$ cat src/sv/dnle_pkg.sv
// Shared constants and types for the DNS name label encoder.
package dnle_pkg;

   localparam int LABEL_MAX  = 62;
   localparam int LABEL_AW   = $clog2(LABEL_MAX);
   localparam int CNT_W      = 6;

   localparam logic [7:0] DOT_CHAR = 8'h2E;
   localparam logic [7:0] END_CHAR = 8'h00;

   localparam int INQ_DEPTH  = 2;
   localparam int INQ_AW     = $clog2(INQ_DEPTH);
   localparam int INQ_CW     = $clog2(INQ_DEPTH + 1);

   localparam int OUTQ_DEPTH = 4;
   localparam int OUTQ_AW    = $clog2(OUTQ_DEPTH);
   localparam int OUTQ_CW    = $clog2(OUTQ_DEPTH + 1);

   typedef enum logic [1:0] {
      KIND_CHAR = 2'd0,
      KIND_DOT  = 2'd1,
      KIND_END  = 2'd2
   } kind_type;

   typedef struct packed {
      kind_type   kind;
      logic [7:0] char_byte;
   } item_type;

   typedef struct packed {
      logic [7:0] out_byte;
      logic       last_byte;
      logic       label_error;
   } result_type;

endpackage

$ cat src/sv/dnle_ram.sv
// Generic single-port-write, registered-read RAM.
module dnle_ram #(
   parameter  int WIDTH = 8,
   parameter  int DEPTH = 64,
   localparam int AW    = $clog2(DEPTH)
) (
   input  logic             clock,
   input  logic             wr_en,
   input  logic [AW-1:0]    wr_addr,
   input  logic [WIDTH-1:0] wr_data,
   input  logic             rd_en,
   input  logic [AW-1:0]    rd_addr,
   output logic [WIDTH-1:0] rd_data
);

   logic [WIDTH-1:0] mem [DEPTH];
   logic [WIDTH-1:0] rd_data_ff;

   always_ff @(posedge clock) begin
      if (wr_en) begin
         mem[wr_addr] <= wr_data;
      end
      if (rd_en) begin
         rd_data_ff <= mem[rd_addr];
      end
   end

   assign rd_data = rd_data_ff;

endmodule

$ cat src/sv/dnle_front.sv
// Front end: classifies incoming characters and queues them for the back end.
module dnle_front
   import dnle_pkg::*;
(
   input  logic       clock,
   input  logic       reset,
   input  logic       push,
   output logic       full,
   input  logic [7:0] char_byte,
   output logic       item_valid,
   output item_type   item,
   input  logic       item_pop
);

   item_type             entry_ff [INQ_DEPTH];
   logic [INQ_AW-1:0]    wr_ptr_ff, wr_ptr_in;
   logic [INQ_AW-1:0]    rd_ptr_ff, rd_ptr_in;
   logic [INQ_CW-1:0]    count_ff, count_in;
   logic                 do_push, do_pop;
   item_type             new_item;

   always_comb begin
      new_item.char_byte = char_byte;
      priority if (char_byte == DOT_CHAR) begin
         new_item.kind = KIND_DOT;
      end else if (char_byte == END_CHAR) begin
         new_item.kind = KIND_END;
      end else begin
         new_item.kind = KIND_CHAR;
      end
   end

   assign full       = (count_ff == INQ_CW'(INQ_DEPTH));
   assign do_push    = push && !full;
   assign item_valid = (count_ff != '0);
   assign do_pop     = item_pop && item_valid;
   assign item       = entry_ff[rd_ptr_ff];

   always_comb begin
      wr_ptr_in = do_push ? INQ_AW'(wr_ptr_ff + 1'b1) : wr_ptr_ff;
      rd_ptr_in = do_pop  ? INQ_AW'(rd_ptr_ff + 1'b1) : rd_ptr_ff;
      count_in  = INQ_CW'(count_ff + INQ_CW'(do_push) - INQ_CW'(do_pop));
   end

   always_ff @(posedge clock) begin
      if (reset) begin
         wr_ptr_ff <= '0;
         rd_ptr_ff <= '0;
         count_ff  <= '0;
      end else begin
         wr_ptr_ff <= wr_ptr_in;
         rd_ptr_ff <= rd_ptr_in;
         count_ff  <= count_in;
      end
   end

   always_ff @(posedge clock) begin
      if (do_push) begin
         entry_ff[wr_ptr_ff] <= new_item;
      end
   end

endmodule

$ cat src/sv/dnle_back.sv
// Back end: label store, flush sequencer and result staging.
module dnle_back
   import dnle_pkg::*;
(
   input  logic               clock,
   input  logic               reset,
   input  logic               item_valid,
   input  item_type           item,
   output logic               item_pop,
   input  logic [OUTQ_CW-1:0] outq_count,
   output logic               res_push,
   output result_type         res
);

   typedef enum logic [3:0] {
      ST_IDLE = 4'b0001,
      ST_LEN  = 4'b0010,
      ST_DATA = 4'b0100,
      ST_TERM = 4'b1000
   } state_type;

   state_type           state_ff, state_in;
   logic [CNT_W-1:0]    count_ff, count_in;
   logic                ovf_ff, ovf_in;
   logic [LABEL_AW-1:0] idx_ff, idx_in;
   logic                is_end_ff, is_end_in;
   logic                err_ff, err_in;

   logic                stg_valid_ff, stg_valid_in;
   logic                stg_from_ram_ff, stg_from_ram_in;
   logic [7:0]          stg_byte_ff, stg_byte_in;
   logic                stg_last_ff, stg_last_in;
   logic                stg_err_ff, stg_err_in;

   logic                ram_we, ram_re;
   logic [7:0]          ram_rdata;
   logic [OUTQ_CW-1:0]  occupancy;
   logic                credit;

   // Reserve a queue slot for the request sitting in the staging register.
   assign occupancy = OUTQ_CW'(outq_count + OUTQ_CW'(stg_valid_ff));
   assign credit    = (occupancy < OUTQ_CW'(OUTQ_DEPTH));

   always_comb begin
      state_in        = state_ff;
      count_in        = count_ff;
      ovf_in          = ovf_ff;
      idx_in          = idx_ff;
      is_end_in       = is_end_ff;
      err_in          = err_ff;
      stg_valid_in    = 1'b0;
      stg_from_ram_in = stg_from_ram_ff;
      stg_byte_in     = stg_byte_ff;
      stg_last_in     = stg_last_ff;
      stg_err_in      = stg_err_ff;
      item_pop        = 1'b0;
      ram_we          = 1'b0;
      ram_re          = 1'b0;

      unique case (state_ff)
         ST_IDLE: begin
            if (item_valid) begin
               item_pop = 1'b1;
               unique case (item.kind)
                  KIND_CHAR: begin
                     if (count_ff < CNT_W'(LABEL_MAX)) begin
                        ram_we   = 1'b1;
                        count_in = CNT_W'(count_ff + 1'b1);
                     end else begin
                        ovf_in = 1'b1;
                     end
                  end
                  KIND_DOT: begin
                     is_end_in = 1'b0;
                     state_in  = ST_LEN;
                  end
                  KIND_END: begin
                     is_end_in = 1'b1;
                     state_in  = ST_LEN;
                  end
                  default: begin
                  end
               endcase
            end
         end
         ST_LEN: begin
            if (credit) begin
               stg_valid_in    = 1'b1;
               stg_from_ram_in = 1'b0;
               stg_byte_in     = 8'(count_ff);
               stg_last_in     = 1'b0;
               stg_err_in      = ovf_ff;
               err_in          = ovf_ff;
               idx_in          = '0;
               if (count_ff == '0) begin
                  ovf_in   = 1'b0;
                  state_in = is_end_ff ? ST_TERM : ST_IDLE;
               end else begin
                  state_in = ST_DATA;
               end
            end
         end
         ST_DATA: begin
            if (credit) begin
               ram_re          = 1'b1;
               stg_valid_in    = 1'b1;
               stg_from_ram_in = 1'b1;
               stg_last_in     = 1'b0;
               stg_err_in      = err_ff;
               idx_in          = LABEL_AW'(idx_ff + 1'b1);
               if (CNT_W'(idx_ff) == CNT_W'(count_ff - 1'b1)) begin
                  count_in = '0;
                  ovf_in   = 1'b0;
                  state_in = is_end_ff ? ST_TERM : ST_IDLE;
               end
            end
         end
         ST_TERM: begin
            if (credit) begin
               stg_valid_in    = 1'b1;
               stg_from_ram_in = 1'b0;
               stg_byte_in     = END_CHAR;
               stg_last_in     = 1'b1;
               stg_err_in      = 1'b0;
               state_in        = ST_IDLE;
            end
         end
         default: begin
            state_in = ST_IDLE;
         end
      endcase
   end

   always_ff @(posedge clock) begin
      if (reset) begin
         state_ff     <= ST_IDLE;
         count_ff     <= '0;
         ovf_ff       <= 1'b0;
         stg_valid_ff <= 1'b0;
      end else begin
         state_ff     <= state_in;
         count_ff     <= count_in;
         ovf_ff       <= ovf_in;
         stg_valid_ff <= stg_valid_in;
      end
   end

   always_ff @(posedge clock) begin
      idx_ff          <= idx_in;
      is_end_ff       <= is_end_in;
      err_ff          <= err_in;
      stg_from_ram_ff <= stg_from_ram_in;
      stg_byte_ff     <= stg_byte_in;
      stg_last_ff     <= stg_last_in;
      stg_err_ff      <= stg_err_in;
   end

   dnle_ram #(
      .WIDTH (8),
      .DEPTH (LABEL_MAX)
   ) u_label_ram (
      .clock   (clock),
      .wr_en   (ram_we),
      .wr_addr (LABEL_AW'(count_ff)),
      .wr_data (item.char_byte),
      .rd_en   (ram_re),
      .rd_addr (idx_ff),
      .rd_data (ram_rdata)
   );

   assign res_push        = stg_valid_ff;
   assign res.out_byte    = stg_from_ram_ff ? ram_rdata : stg_byte_ff;
   assign res.last_byte   = stg_last_ff;
   assign res.label_error = stg_err_ff;

endmodule

$ cat src/sv/dnle_outq.sv
// Result queue between the back end and the rsp_ ports.
module dnle_outq
   import dnle_pkg::*;
(
   input  logic               clock,
   input  logic               reset,
   input  logic               res_push,
   input  result_type         res,
   output logic [OUTQ_CW-1:0] count,
   output logic               empty,
   input  logic               pop,
   output result_type         head
);

   result_type          entry_ff [OUTQ_DEPTH];
   logic [OUTQ_AW-1:0]  wr_ptr_ff, wr_ptr_in;
   logic [OUTQ_AW-1:0]  rd_ptr_ff, rd_ptr_in;
   logic [OUTQ_CW-1:0]  count_ff, count_in;
   logic                do_pop;

   assign empty  = (count_ff == '0);
   assign count  = count_ff;
   assign do_pop = pop && !empty;
   assign head   = entry_ff[rd_ptr_ff];

   // The back end never pushes without a free slot.
   always_comb begin
      wr_ptr_in = res_push ? OUTQ_AW'(wr_ptr_ff + 1'b1) : wr_ptr_ff;
      rd_ptr_in = do_pop   ? OUTQ_AW'(rd_ptr_ff + 1'b1) : rd_ptr_ff;
      count_in  = OUTQ_CW'(count_ff + OUTQ_CW'(res_push) - OUTQ_CW'(do_pop));
   end

   always_ff @(posedge clock) begin
      if (reset) begin
         wr_ptr_ff <= '0;
         rd_ptr_ff <= '0;
         count_ff  <= '0;
      end else begin
         wr_ptr_ff <= wr_ptr_in;
         rd_ptr_ff <= rd_ptr_in;
         count_ff  <= count_in;
      end
   end

   always_ff @(posedge clock) begin
      if (res_push) begin
         entry_ff[wr_ptr_ff] <= res;
      end
   end

endmodule

$ cat src/sv/dns_name_label_encoder.sv
// DNS name label encoder: dotted host name in, DNS wire-format labels out.
//
// Input channel: one name character per request on req_char_byte, taken when
// push is high and full is low. A dot ends a label, a zero byte ends the name.
// Result channel: while empty is low the oldest result sits on rsp_out_byte,
// rsp_last_byte and rsp_label_error; pop high with empty low takes it.
// A label is sent as its length byte and then its characters; the name ends
// with a zero byte marked rsp_last_byte. Labels over 62 characters are cut to
// 62 and every byte of that label carries rsp_label_error.
// Each ordinary character goes into the label RAM as the back end takes it,
// so the back end is free for the next request. A dot starts the single
// flush sequencer: the length byte, then label RAM reads one byte a cycle
// while the result queue has room; a zero byte adds the closing zero byte.
// Each result passes the staging register and the result queue. A two-entry
// request queue and a four-entry result queue let characters keep arriving.
// If pop stays low the result queue fills, the sequencer holds, the request
// queue fills and full rises; nothing is dropped.
// Synchronous reset empties both queues and clears the label state; no
// clearing pass is needed.
module dns_name_label_encoder
   import dnle_pkg::*;
(
   input  logic       clock,
   input  logic       reset,
   input  logic       push,
   output logic       full,
   input  logic [7:0] req_char_byte,
   output logic       empty,
   input  logic       pop,
   output logic [7:0] rsp_out_byte,
   output logic       rsp_last_byte,
   output logic       rsp_label_error
);

   logic               item_valid;
   item_type           item;
   logic               item_pop;
   logic [OUTQ_CW-1:0] outq_count;
   logic               res_push;
   result_type         res;
   result_type         head;

   dnle_front u_front (
      .clock      (clock),
      .reset      (reset),
      .push       (push),
      .full       (full),
      .char_byte  (req_char_byte),
      .item_valid (item_valid),
      .item       (item),
      .item_pop   (item_pop)
   );

   dnle_back u_back (
      .clock      (clock),
      .reset      (reset),
      .item_valid (item_valid),
      .item       (item),
      .item_pop   (item_pop),
      .outq_count (outq_count),
      .res_push   (res_push),
      .res        (res)
   );

   dnle_outq u_outq (
      .clock    (clock),
      .reset    (reset),
      .res_push (res_push),
      .res      (res),
      .count    (outq_count),
      .empty    (empty),
      .pop      (pop),
      .head     (head)
   );

   assign rsp_out_byte    = head.out_byte;
   assign rsp_last_byte   = head.last_byte;
   assign rsp_label_error = head.label_error;

endmodule
$ cat config.mk
export PLATFORM = sky130hd
export DESIGN_NAME = dns_name_label_encoder
export DESIGN_NICKNAME = d
export VERILOG_FILES = /design/src/sv/dnle_pkg.sv /design/src/sv/dnle_ram.sv /design/src/sv/dnle_front.sv /design/src/sv/dnle_back.sv /design/src/sv/dnle_outq.sv /design/src/sv/dns_name_label_encoder.sv
export SDC_FILE = /design/constraint.sdc
export NUM_CORES = 1
export LEC_CHECK = 0
export ABC_AREA = 1
export BUFFER_PORTS_ARGS = -buffer_cell sky130_fd_sc_hd__buf_2
export CAP_MARGIN = 40
export CELL_PAD_IN_SITES_DETAIL_PLACEMENT = 1
export CELL_PAD_IN_SITES_GLOBAL_PLACEMENT = 1
export CORE_MARGIN = 1
export CORE_UTILIZATION = 47
export DETAILED_ROUTE_END_ITERATION = 10
export PLACE_DENSITY_LB_ADDON = 0.1
export SETUP_SLACK_MARGIN = 0.02
export SYNTH_ARGS = -nofsm -noshare
export SYNTH_HDL_FRONTEND = slang
export SYNTH_SLANG_ARGS = --single-unit
$ cat constraint.sdc
create_clock -name clock -period 2.6 [get_ports clock]
set_input_delay 0.13 -clock clock [delete_from_list [all_inputs] [get_ports clock]]
set_output_delay 0.13 -clock clock [all_outputs]
set_load 0.005 [all_outputs]
==> results.txt <==
status - completed
TNS Setup - 0 ps
period utilisation layout - 92.79%
Worst Max-Slew Pin Slew - 596.0 ps
Min Hold Slack - 23.00 ps
Placed Area - 26,570 um2
Placer Congestion - 0.7972
largest net degree at the start of global routing - 82
share of layout cells above drive strength 1 - 13.04%
filler instances - 5,274
Max stage delay on crit path - 360 ps
Ports - 24
critical path class - reg -> reg
row cnt - 83
clock tree buffer depth - 3
largest cells by area after synthesis - edfxtp_1 70%, nor2_1 7.6%, o21ai_0 5.9%
Data required, critical path - 2900 ps
clk_lat worst skew - 610 ps
drt drc - 0
Setup crit end kind - flip-flop
clk sinks - 607
starting density of the core - 48.03%
top-area cell type share of the netlist area - 70.10%
Root Buffer - clkbuf_16
initial DRC count - 1,203
global route overflow - 0
fin cells - 2,934
worst-path cell chain - mux2i_2 > ha_1 > inv_1 > o21ai_1 > inv_2 > nor2_2 > inv_2 > nor2_4 > nand3_2 > buf_4 > nor2_1 > buf_4
most frequent cells in the layout - 581 x edfxtp_1, 504 x nor2_1, 291 x o21ai_0
drt wl/cell - 23.46 um
die area - 53,880 um2
maxcap violations - 0
DRT Pass-1 Iters - 5
Synth Instances - 2,083
Hold Vio Cnt, Final - 0
RSZ-0062 raised after global routing - no
synthesized flop and latch total - 607
Crit path arrival time - 2710 ps
number of vias per cell - 5.634
top cell type by total area after synthesis - edfxtp_1
Die X - 232.1 um
crit path max-delay cell type - dfxtp_2
Total Power - 26.07 mW
endpoints failing setup - 0
antenna violations before repair - 0
Post-DP HPWL - 42.53 mm
final net count - 2,227
register area share after synthesis - 72.19%
layout overhead on the synthesized area - 15.96%
final instance area - 28,860 um2
Die Span Y - 232.1 um
Synth Cell Area - 24,890 um2
fmax - 0.4145 GHz
CTS tree - built
H-tree depth - 3
Clock Skews - 22.78 ps
power density over the cells - 903.2 nW/um2
peak supply drop - 0.001620 V
# placed instances - 2,800
clock slew at reported path FFs - 60 ps
vias in the first global route - 17,440
Synth Net Count - 2,110
Post-Route WL - 68.85 mm
post-synthesis cell type count - 37
Synth warnings - 0
number of CTS-inserted buffers - 68
Leak - 10.12 nW
crit path max fanout - 8
ANT nets after route - 0
Startpoint Class - flip-flop
DR vias - 16,530
Min-Delay Path Class - in -> reg
relative slew slack - 60.17%
Max Slew Vio Count - 0
port bufs - 23
most common cell after layout, fill and taps aside - edfxtp_1
first-pass GRT wire length - 104.9 mm
Post-Syn Area per Cell - 11.95 um2
core area - 51,820 um2
diode count - 0
post-layout min period - 2413 ps
GRT Resource Usage Total - 26.23%
[layer usage]
metal,vias to the layer above,wire [um],global-route usage (%)
met1,8295,29580,34.82
met2,488,33740,44.21
met5,-,0,0
li1,7634,-,-
met3,112,3538,4.028
met4,0,1980,8.429
[final cells by class]
cell class / count / area, um2 / share of cell area (%)
clock buffer: 82 / 1815 / 6.291
timing repair buffer: 162 / 1504 / 5.211
sequential: 607 / 17970 / 62.26
tap: 680 / 850.8 / 2.948
clock inverter: 42 / 357.8 / 1.240
multi-input combinational: 1279 / 6047 / 20.95
inverter: 82 / 315.3 / 1.093
[final timing paths]
| path | slack (ps) | cells past startpoint | start | to |
|---|---|---|---|---|
| max | 190 | 12 | flip-flop | u_back.u_label_ram.mem[4][3]$_DFFE_PP_ |
| min | 20 | 5 | push | u_front.wr_ptr_ff$_SDFFE_PP0P_ |
| max reg2reg | 190 | 12 | flip-flop | u_back.u_label_ram.mem[4][3]$_DFFE_PP_ |
| min reg2reg | 480 | 1 | u_front.rd_ptr_ff$_SDFFE_PP0P_ | flip-flop |
[flip-flops by register name, summed over array words and instances (netlist names), 2 cells and up, named ones only]
| signal | count |
|---|---|
| u_back.count_ff | 6 |
| u_back.idx_ff | 6 |
| u_outq.rd_ptr_ff | 2 |
| u_back.stg_byte_ff | 6 |
| u_outq.entry_ff | 40 |
| u_front.count_ff | 2 |
| u_front.entry_ff | 20 |
| u_back.state_ff | 4 |
| u_back.u_label_ram.rd_data | 8 |
| u_back.u_label_ram.mem | 496 |
| u_outq.wr_ptr_ff | 2 |
| u_outq.count | 3 |
[critical path, delay by kind of cell, from the launching register on]
kind            cells  cell delay (ps)
fa+ha+maj           1              180
buf+inv             5              610
mux                 1              250
simple gates        4              530
flops               1              360
compound gates      1              180
[per-stage QoR]
step	setup WS, ps	util [%]
finish	187.4	55.69
global route	23.13	55.69
CTS	47.36	55.65
detailed placement	73.95	51.26
global placement	156.1	51.21
floorplan	46.73	-
[synthesized netlist by cell type]
master and n:
o211ai_1 65, nor2_1 505, clkinv_1 2, inv_1 72
nor4b_1 1, or4_1 1, buf_2 48, or2_2 2
a31oi_1 1, a21oi_2 1, o21ai_0 292, dfxtp_1 26
and3_1 1, nand2_1 193, clkbuf_1 44, nor2_2 2
o21ai_1 9, xor2_1 7, mux2_2 14, nand4_1 1
inv_2 8, o22ai_1 32, nand3_2 3, mux2i_1 1
nand3_1 68, buf_1 5, a21oi_1 48, nor3_2 1
buf_6 6, edfxtp_1 581, nand2_2 6, nor4_1 2
xnor2_1 2, ha_1 15, nor3_1 4, nor2_4 2
buf_4 12
[kinds of logic (layout without fill, tap and decap cells)]
logic type | count (synthesis) | in the layout | share of synthesized area, %
buffers and inverters | 197 | 368 | 3.575
XOR/XNOR | 9 | 9 | 0.3167
flip-flops | 607 | 607 | 72.19
AO/OA/AOI/OAI | 448 | 448 | 9.844
AND/OR/NAND/NOR | 792 | 792 | 12.64
adder cells (fa/ha/maj) | 15 | 15 | 0.7541
multiplexers | 15 | 15 | 0.6737
[report_power, final]
part | switching, mW | internal [mW]
Clock | 3.89 | 5.49
Sequential | 0.169 | 11.8
Combinational | 3.39 | 1.30
Total | 7.45 | 18.6
[repair_timing]
item                       4_1_cts  5_1_grt
resized for setup                0        7
setup buffers                    0        0
hold endpoints to repair        37        0
setup endpoints to repair        0      388
hold buffers                    10        0
No activity file was read; power rests on OpenSTA's default activity.
